File: src/hdl/sbef_pkg.sv
`timescale 1ns / 1ps
// Shared types, constants and saturating arithmetic for the stereo biquad.
package sbef_pkg;

    localparam int SBEF_NORM_SHIFT = 3;
    localparam int SBEF_IN_SHIFT   = 1;

    localparam int SBEF_CFG_IDX_W = 3;
    localparam int SBEF_TAP_W     = 3;

    // configuration register indexes
    localparam logic [SBEF_CFG_IDX_W-1:0] CFG_B0     = 3'd0;
    localparam logic [SBEF_CFG_IDX_W-1:0] CFG_B1     = 3'd1;
    localparam logic [SBEF_CFG_IDX_W-1:0] CFG_B2     = 3'd2;
    localparam logic [SBEF_CFG_IDX_W-1:0] CFG_A1     = 3'd3;
    localparam logic [SBEF_CFG_IDX_W-1:0] CFG_A2     = 3'd4;
    localparam logic [SBEF_CFG_IDX_W-1:0] CFG_A0_NZ  = 3'd5;
    localparam logic [SBEF_CFG_IDX_W-1:0] CFG_BYPASS = 3'd6;

    // product order through the lane multiplier
    localparam logic [SBEF_TAP_W-1:0] TAP_B0  = 3'd0;
    localparam logic [SBEF_TAP_W-1:0] TAP_B1  = 3'd1;
    localparam logic [SBEF_TAP_W-1:0] TAP_B2  = 3'd2;
    localparam logic [SBEF_TAP_W-1:0] TAP_A1  = 3'd3;
    localparam logic [SBEF_TAP_W-1:0] TAP_A2  = 3'd4;
    localparam logic [SBEF_TAP_W-1:0] TAP_END = 3'd5;

    localparam logic signed [63:0] SAT64_MAX = {1'b0, {63{1'b1}}};
    localparam logic signed [63:0] SAT64_MIN = {1'b1, {63{1'b0}}};
    localparam logic signed [31:0] SAT32_MAX = {1'b0, {31{1'b1}}};
    localparam logic signed [31:0] SAT32_MIN = {1'b1, {31{1'b0}}};

    typedef struct packed {
        logic signed [31:0] b0;
        logic signed [31:0] b1;
        logic signed [31:0] b2;
        logic signed [31:0] a1;
        logic signed [31:0] a2;
    } t_coef;

    typedef struct packed {
        logic idle;
        logic done;
    } t_lane_st;

    // a + b or a - b, clamped to the 64-bit range
    function automatic logic signed [63:0] sat_acc(input logic signed [63:0] a,
                                                   input logic signed [63:0] b,
                                                   input logic sub);
        logic signed [64:0] s;
        s = sub ? (65'(a) - 65'(b)) : (65'(a) + 65'(b));
        if (s[64] != s[63])
            return s[64] ? SAT64_MIN : SAT64_MAX;
        return s[63:0];
    endfunction

    function automatic logic signed [63:0] sat_shl64(input logic signed [63:0] v);
        logic signed [63:0] t;
        t = v <<< SBEF_NORM_SHIFT;
        if ((t >>> SBEF_NORM_SHIFT) != v)
            return v[63] ? SAT64_MIN : SAT64_MAX;
        return t;
    endfunction

    function automatic logic signed [31:0] sat_shl32(input logic signed [31:0] v);
        logic signed [31:0] t;
        t = v <<< SBEF_IN_SHIFT;
        if ((t >>> SBEF_IN_SHIFT) != v)
            return v[31] ? SAT32_MIN : SAT32_MAX;
        return t;
    endfunction

    function automatic logic signed [31:0] in_scale(input logic signed [31:0] v);
        return v >>> SBEF_IN_SHIFT;
    endfunction

endpackage

File: src/hdl/sbef_out.sv
`timescale 1ns / 1ps
// Output stage: merges the two lane results or a passed-through item.
module sbef_out (
    input  logic                i_clk,
    input  logic                i_rst_n,
    input  logic                i_load_lane,
    input  logic                i_load_byp,
    input  logic signed [31:0]  i_lane_left,
    input  logic signed [31:0]  i_lane_right,
    input  logic                i_lane_last,
    input  logic signed [31:0]  i_byp_left,
    input  logic signed [31:0]  i_byp_right,
    input  logic                i_byp_last,
    input  logic                i_stall,
    output logic                o_free,
    output logic                o_valid,
    output logic signed [31:0]  o_left,
    output logic signed [31:0]  o_right,
    output logic                o_last
);
    import sbef_pkg::*;

    logic               r_vld;
    logic signed [31:0] r_left, r_right;
    logic               r_last;

    assign o_free = !r_vld || !i_stall;

    always_ff @(posedge i_clk) begin
        if (!i_rst_n)
            r_vld <= 1'b0;
        else if (i_load_lane || i_load_byp)
            r_vld <= 1'b1;
        else if (!i_stall)
            r_vld <= 1'b0;
    end

    always_ff @(posedge i_clk) begin
        priority if (i_load_lane) begin
            r_left  <= i_lane_left;
            r_right <= i_lane_right;
            r_last  <= i_lane_last;
        end else if (i_load_byp) begin
            r_left  <= i_byp_left;
            r_right <= i_byp_right;
            r_last  <= i_byp_last;
        end
    end

    assign o_valid = r_vld;
    assign o_left  = r_left;
    assign o_right = r_right;
    assign o_last  = r_last;

endmodule

File: config.mk
export PLATFORM = sky130hd
export DESIGN_NAME = sbef_out
export DESIGN_NICKNAME = d
export VERILOG_FILES = /design/src/hdl/sbef_pkg.sv /design/src/hdl/sbef_out.sv
export SDC_FILE = /design/constraint.sdc
export NUM_CORES = 1
export LEC_CHECK = 0
export BUFFER_PORTS_ARGS = -buffer_cell sky130_fd_sc_hd__buf_2
export CAP_MARGIN = 0
export CORE_MARGIN = 2
export CORE_UTILIZATION = 45
export DETAILED_ROUTE_END_ITERATION = 8
export HOLD_SLACK_MARGIN = 0.1
export PLACE_DENSITY = 0.95
export SYNTH_ARGS = -nofsm -noshare
export SYNTH_HDL_FRONTEND = slang
export SYNTH_SLANG_ARGS = --single-unit
File: constraint.sdc
create_clock -name i_clk -period 3.5 [get_ports i_clk]
set_input_delay 0.175 -clock i_clk [delete_from_list [all_inputs] [get_ports i_clk]]
set_output_delay 0.175 -clock i_clk [all_outputs]
set_load 0.02 [all_outputs]
=== Word-level counts from Yosys, hierarchy flattened ===
Cells that the tools add are included.

* Equal/unequal tests: 1
* Multiplexer cells: 8
* Reductions and logical operators: 5

{| class="wikitable"
|+ Operators by type and width
! cell !! count
|-
| 32-bit 2-to-1 mux || 4
|-
| 1-bit 2-to-1 mux || 4
|-
| 1-bit logical NOT || 2
|-
| 1-bit logical OR || 2
|-
| 2-bit by 1-bit != test with 1-bit output, second input constant || 1
|-
| 2-bit nonzero test || 1
|}

* Register bits: 66
* Input port bits: 135
* Output and inout bits: 67
* Word-level logic and storage cells: 18

=== Depth between registers and ports, before layout ===
* Word-level depth: 2
* Depth in mapped cells: 4
* Depth with buffers taken out: 2

=== Worst setup path after synthesis ===
No wires, ideal clock.

* Path type: input to register
* Start: input port i_load_lane
* End: register r_last, in the netlist o_last, enable pin
* Library setup time: 0.419 ns
* Data arrival time: 1.804 ns
* Required time: 3.081 ns
* Path slack: 1.277 ns
* Stages: 4
* Path buffers: 2
* Cell sequence: buf_6 buf_6 nor2_1 inv_1

* Longest elaborated chain between the ends: 1

{| class="wikitable"
|+ RTL lines
! item !! RTL line !! RTL
|-
| from (decl) || sbef_out.sv:6 || <nowiki>input logic i_load_lane,</nowiki>
|-
| 2-bit nonzero test (no line) || n/a ||
|-
| to (signal assigned) || sbef_out.sv:42 || <nowiki>r_last <= i_lane_last;</nowiki>
|-
| to (signal assigned) || sbef_out.sv:46 || <nowiki>r_last <= i_byp_last;</nowiki>
|-
| to (decl) || sbef_out.sv:25 || <nowiki>logic r_last;</nowiki>
|}

No other way between the ends.
A chain may end at the register's enable or synchronous reset.

=== Worst setup path after layout ===
* Start: input port i_load_lane
* End: register r_right[8], in the netlist o_right[8], enable pin

* Longest elaborated chain between the ends: 1

{| class="wikitable"
|+ RTL lines
! item !! RTL line !! RTL
|-
| 2-bit nonzero test (no line) || n/a ||
|-
| to (signal assigned) || sbef_out.sv:41 || <nowiki>r_right <= i_lane_right;</nowiki>
|-
| to (signal assigned) || sbef_out.sv:45 || <nowiki>r_right <= i_byp_right;</nowiki>
|-
| to (decl) || sbef_out.sv:24 || <nowiki>logic signed [31:0] r_left, r_right;</nowiki>
|}

No other way between the ends.

==> reports/qor.yml <==
run_status:
  status: "finished, final reports clean"
setup_path:
  crit_required_ns: 3.47
  end_kind: "flop"
  r2r-start: "o_valid"
  cp-startpoint: "i_load_lane"
  critPathKind: "in2reg"
  cp-endpoint: "o_right[8]"
  worstSetupStartpointType: "input port"
  cp.arrival_ns: 1.77
  rrSetupSlack_ns: 2.92
  crit_fanout: 34
  reg2regPathDepth: 2
  rr_endpoint: "o_valid"
power:
  pwr-share-comb_pct: 19.3
  p_sw_share_pct: 24.1
  p_leak_nw: 2.01
  power.density_mw_per_mm2: 487
  clockPowerShare_pct: 32.3
  seq_power_share_pct: 48.4
  p_sw_w: 0.000493
  p_int_w: 0.00155
  ir_worst_vdd_mv: 0.343
finish:
  multi_input_area_sq_um: 893
  final_nets: 485
  fillers: 452
  diodes: 0
  final_area_sq_mm: 0.00420
  ff_latch_area_sq_mm: 0.00197
  syn2layout_area_growth_pct: 43.1
  drive_gt1_share_pct: 79.4
clocking:
  cts_resized: 0
  cts.sinks: 66
  cts_buffers: 9
  clk_latency_ns: 0.32
  cts_tree: "yes"
  clockBufferDepth: 2
  path_clk_slew_ns: 0.07
  cts.root.buffer_cell: "clkbuf_8"
  h-tree-depth: 3
route:
  first_pass_iters: 4
  drt-vias-per-instance: 4.67
  ant_nets: 0
  wirelength_um: 6300
  drc_errors: 0
  first_iter_violations: 49
  via_count: 2014
  wl_per_cell_um: 14.6
timing:
  fin_crit_sh_pct: 51.4
  layout_min_cycle_time_ns: 1.80
  finalSetupTns_ns: 0
  finalHoldViolCount: 0
  worst_pin_slew_ns: 0.674
  report.final.slew_viol_count: 0
  worst_clock_skew_ns: 0
  max_freq_mhz: 556
  rsz0062_at_grt: "no"
  slew_headroom_pct: 55.0
  setup_viol: 0
yosys:
  syn_area_sq_mm: 0.00294
  yosysSeqAreaShare_pct: 67.2
  syn_nets: 277
  ys_seq_elements: 66
  yosys_warnings: 0
  ys_types: 10
  synth_cells: 142
  syn_area_per_cell_sq_um: 20.7
die:
  rows: 29
  die_x_um: 84.8
  die_y_um: 84.8
  ioPinCount: 202
  core-area_sq_mm: 0.00631
  dieArea_sq_mm: 0.00719
  start_util_pct: 46.5
hold_path:
  worstHoldPathType: "in2reg"
global_route:
  grt_use_total_pct: 17.1
  grt_max_degree: 40
  grt-ovfl-total: 0
  grt_pass1_vias: 2089
  grt_pass1_wl_um: 9400
  antenna_found_initial: 0
placed_design:
  placed_area_sq_mm: 0.00399
  hpwl_um: 4920
  place_congestion: 0.711
  io_buffer_count: 201
flow_run:
  drv_cap: 0
-- how the worst min path moves through the flow --
stage / cells past startpoint / start / endpoint
detailed placement: 2 / i_rst_n / o_valid
CTS: 3 / i_stall / o_valid
floorplan: 1 / i_rst_n / o_valid
finish: 3 / i_stall / o_valid
global route: 3 / i_stall / o_valid
global placement: 2 / i_rst_n / o_valid
-- metrics by stage --
step	hold WS (ns)	total power, W	setup WS, ns	util, %	instances
final	0.127	0.00204	1.70	66.5	431
after global routing	0.126	0.00213	1.58	66.5	431
after CTS	0.107	0.00207	1.69	66.5	431
after detailed placement	0.427	0.00141	1.35	63.2	415
after global placement	0.435	0.00139	1.43	63.2	415
after floorplan	0.328	0.00124	1.28	-	142
-- synthesized netlist by cell type --
master	n	area [sq um]
mux2_4	39	586
dfxtp_1	1	20.0
mux2_2	26	293
a21boi_1	1	7.51
edfxtp_1	65	1950
nor2_1	1	3.75
nand2_1	1	3.75
inv_1	1	3.75
buf_2	2	10.0
buf_6	5	56.3
-- power by group through the flow --
stage	Sequential (W)	Clock (W)	Combinational [W]
after floorplan	0.00112	0	0.000115
after global placement	0.00100	0	0.000388
after detailed placement	0.00101	0	0.000398
after CTS	0.000991	0.000675	0.000400
after global routing	0.000997	0.000709	0.000420
final	0.000989	0.000659	0.000394
-- flip-flops by register name (all words and copies together), names as in the netlist --
signal   flops
o_left      32
o_right     32
o_last       1
o_valid      1
-- logic make-up after synthesis --
group / synth area share (%)
AOI/OAI and AO/OA: 0.256
buffers and inverters: 2.39
DFF: 67.2
muxes: 29.9
and+or+nand+nor: 0.256
-- final cells by class --
cell class	instances	share of cell area (%)
repair buffers	204	24.6
well taps	77	2.29
multi-input cells	68	21.3
clock inverters	3	1.55
inverters	1	0.0894
flip-flops and latches	66	47.0
clock buffers	12	3.22
-- worst max-delay path, stage by stage --
cell,delay (ns)
buf_4,0.37
nor2_1,0.15
inv_2,0.52
buf_4,0.51
-- layer usage --
| layer | track usage (%) | routed length, um | vias to the layer above |
|---|---|---|---|
| li1 | - | - | 969 |
| met2 | 31.5 | 3440 | 119 |
| met4 | 8.37 | 129 | 0 |
| met1 | 17.4 | 2120 | 915 |
| met5 | 0 | 0 | - |
| met3 | 5.31 | 605 | 11 |
-- cells in the final DEF, fill, tap and decap left out --
master | netlist | routed
mux2_2 | 26 | 26
a21boi_1 | 1 | 1
nor2_1 | 1 | 1
clkinv_2 | 0 | 1
clkbuf_8 | 0 | 9
clkbuf_1 | 0 | 3
buf_2 | 2 | 200
nand2_1 | 1 | 1
mux2_4 | 39 | 39
inv_2 | 0 | 1
dfxtp_1 | 1 | 1
buf_4 | 0 | 3
bufinv_16 | 0 | 2
edfxtp_1 | 65 | 65
dlygate4sd3_1 | 0 | 1
-- timing repair --
item,4_1_cts,5_1_grt
hold buffers,1,0
setup buffers,0,0
hold endpoints to repair,1,0
(Power assumes the default switching activity.)
