<file path="config.mk">
export PLATFORM = sky130hd
export DESIGN_NAME = sbef_lane
export DESIGN_NICKNAME = d
export VERILOG_FILES = /design/src/hdl/sbef_pkg.sv /design/src/hdl/sbef_lane.sv
export SDC_FILE = /design/constraint.sdc
export NUM_CORES = 2
export LEC_CHECK = 0
export BUFFER_PORTS_ARGS = -buffer_cell sky130_fd_sc_hd__buf_2
export CAP_MARGIN = 30
export CORE_MARGIN = 4
export CORE_UTILIZATION = 65
export DETAILED_ROUTE_END_ITERATION = 8
export PLACE_DENSITY_LB_ADDON = 0.12
export SLEW_MARGIN = 20
export SYNTH_ARGS = -nofsm -noshare
export SYNTH_HDL_FRONTEND = slang
export SYNTH_SLANG_ARGS = --single-unit
</file>
<file path="constraint.sdc">
create_clock -name i_clk -period 28.5 [get_ports i_clk]
set_clock_uncertainty 0.1 [all_clocks]
set_input_delay 5.7 -clock i_clk [delete_from_list [all_inputs] [get_ports i_clk]]
set_output_delay 5.7 -clock i_clk [all_outputs]
set_load 0.01 [all_outputs]
</file>
<file path="src/hdl/sbef_pkg.sv">
`timescale 1ns / 1ps
// Shared types, constants and saturating arithmetic for the stereo biquad.
package sbef_pkg;

    localparam int SBEF_NORM_SHIFT = 3;
    localparam int SBEF_IN_SHIFT   = 1;

    localparam int SBEF_CFG_IDX_W = 3;
    localparam int SBEF_TAP_W     = 3;

    // configuration register indexes
    localparam logic [SBEF_CFG_IDX_W-1:0] CFG_B0     = 3'd0;
    localparam logic [SBEF_CFG_IDX_W-1:0] CFG_B1     = 3'd1;
    localparam logic [SBEF_CFG_IDX_W-1:0] CFG_B2     = 3'd2;
    localparam logic [SBEF_CFG_IDX_W-1:0] CFG_A1     = 3'd3;
    localparam logic [SBEF_CFG_IDX_W-1:0] CFG_A2     = 3'd4;
    localparam logic [SBEF_CFG_IDX_W-1:0] CFG_A0_NZ  = 3'd5;
    localparam logic [SBEF_CFG_IDX_W-1:0] CFG_BYPASS = 3'd6;

    // product order through the lane multiplier
    localparam logic [SBEF_TAP_W-1:0] TAP_B0  = 3'd0;
    localparam logic [SBEF_TAP_W-1:0] TAP_B1  = 3'd1;
    localparam logic [SBEF_TAP_W-1:0] TAP_B2  = 3'd2;
    localparam logic [SBEF_TAP_W-1:0] TAP_A1  = 3'd3;
    localparam logic [SBEF_TAP_W-1:0] TAP_A2  = 3'd4;
    localparam logic [SBEF_TAP_W-1:0] TAP_END = 3'd5;

    localparam logic signed [63:0] SAT64_MAX = {1'b0, {63{1'b1}}};
    localparam logic signed [63:0] SAT64_MIN = {1'b1, {63{1'b0}}};
    localparam logic signed [31:0] SAT32_MAX = {1'b0, {31{1'b1}}};
    localparam logic signed [31:0] SAT32_MIN = {1'b1, {31{1'b0}}};

    typedef struct packed {
        logic signed [31:0] b0;
        logic signed [31:0] b1;
        logic signed [31:0] b2;
        logic signed [31:0] a1;
        logic signed [31:0] a2;
    } t_coef;

    typedef struct packed {
        logic idle;
        logic done;
    } t_lane_st;

    // a + b or a - b, clamped to the 64-bit range
    function automatic logic signed [63:0] sat_acc(input logic signed [63:0] a,
                                                   input logic signed [63:0] b,
                                                   input logic sub);
        logic signed [64:0] s;
        s = sub ? (65'(a) - 65'(b)) : (65'(a) + 65'(b));
        if (s[64] != s[63])
            return s[64] ? SAT64_MIN : SAT64_MAX;
        return s[63:0];
    endfunction

    function automatic logic signed [63:0] sat_shl64(input logic signed [63:0] v);
        logic signed [63:0] t;
        t = v <<< SBEF_NORM_SHIFT;
        if ((t >>> SBEF_NORM_SHIFT) != v)
            return v[63] ? SAT64_MIN : SAT64_MAX;
        return t;
    endfunction

    function automatic logic signed [31:0] sat_shl32(input logic signed [31:0] v);
        logic signed [31:0] t;
        t = v <<< SBEF_IN_SHIFT;
        if ((t >>> SBEF_IN_SHIFT) != v)
            return v[31] ? SAT32_MIN : SAT32_MAX;
        return t;
    endfunction

    function automatic logic signed [31:0] in_scale(input logic signed [31:0] v);
        return v >>> SBEF_IN_SHIFT;
    endfunction

endpackage

</file>
<file path="src/hdl/sbef_lane.sv">
`timescale 1ns / 1ps
// One biquad channel: shared 32x32 multiplier, saturating accumulator, history.
module sbef_lane (
    input  logic                 i_clk,
    input  logic                 i_rst_n,
    input  logic                 i_start,
    input  logic                 i_ack,
    input  logic signed [31:0]   i_sample,
    input  sbef_pkg::t_coef      i_coef,
    output sbef_pkg::t_lane_st   o_st,
    output logic signed [31:0]   o_y
);
    import sbef_pkg::*;

    typedef enum logic [3:0] {
        ST_IDLE = 4'b0001,
        ST_MAC  = 4'b0010,
        ST_NORM = 4'b0100,
        ST_DONE = 4'b1000
    } t_state;

    t_state r_state, n_state;
    logic [SBEF_TAP_W-1:0] r_cnt;

    logic signed [31:0] r_x0, r_x1, r_x2, r_y1, r_y2;
    logic        [31:0] r_err;
    logic signed [63:0] r_acc, r_prod;
    logic               r_prod_sub;
    logic signed [31:0] r_y;

    logic signed [31:0] w_mc, w_mo;
    logic signed [63:0] w_prod, w_shl;
    logic signed [31:0] w_hi;
    logic               w_load;

    assign w_load = i_start && (r_state == ST_IDLE || (r_state == ST_DONE && i_ack));

    always_comb begin
        w_mc = '0;
        w_mo = '0;
        unique case (r_cnt)
            TAP_B0: begin w_mc = i_coef.b0; w_mo = r_x0; end
            TAP_B1: begin w_mc = i_coef.b1; w_mo = r_x1; end
            TAP_B2: begin w_mc = i_coef.b2; w_mo = r_x2; end
            TAP_A1: begin w_mc = i_coef.a1; w_mo = r_y1; end
            TAP_A2: begin w_mc = i_coef.a2; w_mo = r_y2; end
            default: ;
        endcase
    end

    assign w_prod = 64'(w_mc) * 64'(w_mo);
    assign w_shl  = sat_shl64(r_acc);
    assign w_hi   = w_shl[63:32];

    always_comb begin
        n_state = r_state;
        unique case (r_state)
            ST_IDLE: if (i_start) n_state = ST_MAC;
            ST_MAC:  if (r_cnt == TAP_END) n_state = ST_NORM;
            ST_NORM: n_state = ST_DONE;
            ST_DONE: if (i_ack) n_state = i_start ? ST_MAC : ST_IDLE;
            default: n_state = ST_IDLE;
        endcase
    end

    always_ff @(posedge i_clk) begin
        if (!i_rst_n) begin
            r_state <= ST_IDLE;
            r_cnt   <= '0;
            r_x1    <= '0;
            r_x2    <= '0;
            r_y1    <= '0;
            r_y2    <= '0;
            r_err   <= '0;
        end else begin
            r_state <= n_state;
            if (w_load)
                r_cnt <= TAP_B0;
            else if (r_state == ST_MAC)
                r_cnt <= r_cnt + 1'b1;
            if (r_state == ST_NORM) begin
                r_err <= r_acc[31:0];
                r_x2  <= r_x1;
                r_x1  <= r_x0;
                r_y2  <= r_y1;
                r_y1  <= w_hi;
            end
        end
    end

    // datapath: product of tap n is registered, then accumulated in the following cycle
    always_ff @(posedge i_clk) begin
        if (w_load) begin
            r_x0  <= in_scale(i_sample);
            r_acc <= {32'b0, r_err};
        end else if (r_state == ST_MAC) begin
            if (r_cnt != TAP_END) begin
                r_prod     <= w_prod;
                r_prod_sub <= (r_cnt >= TAP_A1);
            end
            if (r_cnt != TAP_B0)
                r_acc <= sat_acc(r_acc, r_prod, r_prod_sub);
        end
        if (r_state == ST_NORM)
            r_y <= sat_shl32(w_hi);
    end

    assign o_st.idle = (r_state == ST_IDLE);
    assign o_st.done = (r_state == ST_DONE);
    assign o_y       = r_y;

endmodule

</file>
# Word level (Yosys, flattened, before mapping)
# Index checks and enable logic that the tools add are counted.
dict set report totals {
  regBits 357
  latch_bits 0
  mem_bits_rw 0
  mem_bits_ro 0
  input_bits 196
  output_inout_bits 34
  mem_count 0
}
dict set report op_classes {
  addsub 3
  multipliers 1
  div 0
  n_lt_le_gt_ge 1
  n_eq_ne 16
  n_shift 0
  mux 27
  n_bitwise 2
  n_reduce_logical 12
}
# operator count
set ops {}
lappend ops {{$mux W64} 6}
lappend ops {{$pmux W32 S5} 2}
lappend ops {{$mux W32} 6}
lappend ops {{$add A64 B64 Y65} 1}
lappend ops {{$mux W65} 1}
lappend ops {{$sub A64 B64 Y65} 1}
lappend ops {{$mul A32 B32 Y64} 1}
lappend ops {{$pmux W4 S4} 1}
lappend ops {{$mux W4} 3}
lappend ops {{$mux W1} 7}
lappend ops {{$eq A3 B2 Y1 const B} 2}
lappend ops {{$eq A3 B3 Y1 const B} 2}
lappend ops {{$ne A2 B2 Y1 const B} 3}
lappend ops {{$reduce_and A3 Y1} 2}
lappend ops {{$eq A4 B1 Y1 const B} 1}
lappend ops {{$eq A4 B2 Y1 const B} 1}
lappend ops {{$eq A4 B3 Y1 const B} 1}
lappend ops {{$eq A4 B4 Y1 const B} 1}
lappend ops {{$reduce_and A2 Y1} 2}
lappend ops {{$reduce_bool A2 Y1} 2}
lappend ops {{$add A3 B1 Y3 const B} 1}
lappend ops {{$eq A3 B1 Y1 const B} 1}
lappend ops {{$ge A3 B2 Y1 const B} 1}
lappend ops {{$logic_not A3 Y1} 1}
lappend ops {{9 further kinds} 12}

# Depth between registers and ports, before layout
dict set report depth {
  word_depth 11
  depth_mapped 39
  mapped_depth_nobuf 34
}

# Least setup slack after synthesis
# No wires, ideal clock.
dict set report synth_timing {
  kind {input port to flip-flop}
  from {input i_coef[45] (netlist bit)}
  to {register r_prod[61], data pin}
  setup_time_ps 259
  arrival_ps 13219
  t_required_ps 28141
  slack_ps 14922
  cell_stages 29
  n_path_buf 3
  path_cell_list {a222oi_1 -> o21a_1 -> clkbuf_1 -> clkbuf_1 -> nor2_1 -> fa_1 -> fa_1 -> fa_1 -> inv_1 -> fa_1 -> inv_1 -> fa_1 -> fa_1 -> fa_1 -> inv_1 -> fa_1 -> inv_1 -> ha_1 -> clkbuf_1 -> o21ai_0 -> a21oi_1 -> o32ai_1 -> nor3_1 -> a41oi_1 -> a21o_1 -> o21ai_0 -> nand4_1 -> and3b_1 -> xnor2_1}
}
dict set report synth_via {
  elab_chain_cells 2
}
# item line_no
set synth_rtl {}
lappend synth_rtl {{start, declared} sbef_lane.sv:9} ;# input sbef_pkg::t_coef i_coef,
lappend synth_rtl {{$pmux W32 S5} sbef_lane.sv:41} ;# unique case (r_cnt)
lappend synth_rtl {{$mul A32 B32 Y64} sbef_lane.sv:51} ;# assign w_prod = 64'(w_mc) * 64'(w_mo);
lappend synth_rtl {{net w_prod[61]} sbef_lane.sv:32} ;# logic signed [63:0] w_prod, w_shl;
lappend synth_rtl {{end signal, assigned} sbef_lane.sv:98} ;# r_prod <= w_prod;
lappend synth_rtl {{end, declared} sbef_lane.sv:27} ;# logic signed [63:0] r_acc, r_prod;
# The timed path passes the listed nets, and every way through them passes these cells.
# A chain may end at the register's enable or synchronous reset.

# Worst setup path in the final report
dict set report layout_timing {
  from {input i_coef[63] (netlist bit)}
  to {register r_prod[63], data pin}
}
# Same word-level chain as after synthesis.

==> out/results.tsv <==
stage	metric	value	unit
timing	RSZ-0062 raised after global routing	false	
timing	fmax	67.0	MHz
floorplanning	die height	300	um
worst_setup_path	R2R setup slack	16.29	ns
run	# Max-Cap Violations	0	
worst_hold_path	Hold Path Class	reg2reg	
cts	clk sinks	357	
timing	Final Slew Violations	0	
routing	drt pass-1 iters	9	
floorplanning	floorplan row count	106	
synthesis	Netlist cell types	76	
floorplanning	Core Area	0.0842	sq mm
worst_setup_path	CP max FO	16	
synthesis	synthesis-stage register bit count	357	
timing	Slew headroom	0.335	
synthesis	dominant synthesized flop cell	dfxtp_1	
floorplanning	Die Span X	300	um
cts	maximum root-to-sink buffer count	3	
worst_setup_path	kind of critical path	in2reg	
routing	Vias/cell	6.11	
routing	DR vias	45600	
floorplanning	Starting Density	0.660	
worst_setup_path	CP Launch Type	input port	
global_routing	initial antenna violation count	3	
synthesis	Mapped Nets	7796	
worst_setup_path	Top delay family on crit path	adder cells	
synthesis	YS warnings	0	
global_routing	remaining global-route overflow	0	
global_routing	largest net degree at the start of global routing	135	
cts	Post-CTS Setup Inserts	0	
worst_setup_path	Max stage delay on crit path	0.99	ns
synthesis	Cells after Synth	6263	
placement	IO Port Bufs	228	
global_routing	global-route wire length before repair	267	mm
worst_setup_path	Crit path required time	28.68	ns
routing	WL/cell	23.2	um
timing	final clock period utilization by the worst path	0.524	
global_routing	vias in the first global route	47300	
worst_setup_path	CP dominant cell by count	fa_1	
worst_setup_path	buffers and inverters on the worst path	5	
cells_and_area	most frequent cells in the layout	fa_1 (1083), inv_1 (1055), nand2_1 (945), nor2_1 (661), a21oi_1 (262)	
cts	TritonCTS clock tree	built	
cts	CTS buffer count	37	
timing	Final Hold Vio Count	0	
timing	Setup-failing EPs final	0	
cells_and_area	Final nets	7829	
routing	Antenna Violating Nets Remaining	0	
cts	# hold bufs at CTS	0	
timing	slew at the pin closest to its max-slew limit	0.973	ns
cells_and_area	fillcell total	6709	
worst_setup_path	CP arrival	15.12	ns
cts	clock slew at reported path FFs	0.06	ns
cts	clk_lat worst skew	0.55	ns
placement	DP Wirelength	134	mm
worst_setup_path	critical path's slowest cell	fa_1	
timing	hold slack	0.367	ns
synthesis	post-synthesis sequential area ratio	0.157	
cts	post_cts resized	0	
global_routing	Total GRT Usage	0.389	
floorplanning	die area	0.0902	sq mm
worst_setup_path	Critical Path End Type	flip-flop	
synthesis	Synth Area per Inst	8.87	sq um
routing	Post-Route WL	173	mm
run_status	status	finished clean	
cells_and_area	Final Util	0.705	
routing	1st-iter DRT viols	4260	
routing	Residual DRC	0	
cells_and_area	fraction of layout cells with a size suffix above 1	0.0836	
timing	Final Critical Period	14.94	ns
timing	setup tns final	0	ns
floorplanning	IO Pins	230	
placement	gpl congestion	0.984	
cts	H-tree Lvls	2	
synthesis	synthesized cell area	0.0555	sq mm
cells_and_area	most common cell after layout, fill and taps aside	fa_1	
cts	Root Buffer	clkbuf_16	
cells_and_area	area grow syn2layout	6.91	%
synthesis	FFs w/ async S/R, synth	0	
synthesis	EDFF count, synth	160	
[registers in the layout, indices dropped and copies added (netlist names), 32 cells and up]
name    cells
r_y2       32
r_acc      64
o_y        32
r_err      32
r_y1       32
r_prod     64
[stage by stage]
stage | cell area [sq um] | setup slack [ns] | cells
6_report | 59400 | 13.56 | 7461
4_1_cts | 59300 | 13.62 | 7451
5_1_grt | 59400 | 13.15 | 7458
3_5_place_dp | 58000 | 13.06 | 7384
3_3_place_gp | 57800 | 13.19 | 7374
2_1_floorplan | 55500 | 14.92 | 6263
[synthesized netlist by cell type (60+ instances only)]
master	n	area share
nand2_1	945	0.064
a21oi_1	262	0.024
edfxtp_1	160	0.086
clkbuf_1	328	0.022
fa_1	1083	0.39
nor2_1	663	0.045
a21boi_0	135	0.018
xnor2_1	145	0.023
ha_1	254	0.057
a22oi_1	65	0.0088
o21ai_0	163	0.015
dfxtp_1	197	0.071
inv_1	1056	0.071
a21o_1	60	0.0081
[worst reg2reg max path, delay by kind of cell (launching register included)]
| family | cells | cell delay [ns] |
|---|---|---|
| XOR/XNOR | 1 | 0.10 |
| adder cells (fa/ha/maj) | 9 | 5.31 |
| flip-flops | 1 | 0.83 |
| AND/OR/NAND/NOR | 3 | 1.20 |
| buffers and inverters | 6 | 2.33 |
| AO/OA/AOI/OAI | 8 | 2.11 |
[layer usage]
metal / vias to the layer above / GRT usage / share of wire
li1: 19700 / - / -
met1: 22600 / 0.479 / 0.35
met2: 2590 / 0.623 / 0.46
met3: 657 / 0.117 / 0.12
met4: 0 / 0.203 / 0.066
met5: - / 0 / 0
[final cells by class]
type                            instances  area (sq um)  area share
Antenna cell                            3          7.51    0.000126
Clock buffer                           52          1110      0.0186
Clock inverter                         15           199     0.00335
Inverter                             1058          3980      0.0670
Multi-Input combinational cell       4479         41700       0.702
Sequential cell                       357          8750       0.147
Tap cell                             1134          1420      0.0239
Timing Repair Buffer                  363          2250      0.0379
[cells by family (layout without fill, tap and decap cells)]
logic type	Yosys count	after routing	share of synthesized area
and+or+nand+nor	1900	1900	0.141
adders and majority gates	1368	1368	0.454
muxes	2	2	0.000383
xor gates and xnor gates	194	194	0.0307
other	0	3	0
AOI/OAI and AO/OA	1015	1015	0.119
buffers and inverters	1427	1488	0.0972
DFF	357	357	0.157
[path summary, 6_finish.rpt]
kind	cells after the start	startpoint	endpoint
max	25	i_coef[63]	r_prod[63]
min	2	r_err[17]	r_err[17]
max reg2reg	27	r_cnt[2]	r_prod[63]
min reg2reg	2	r_err[17]	r_err[17]
Power is left out: the tool's default activity adds up to more than one toggle a clock period on the data nets, which glitch-free logic cannot reach.
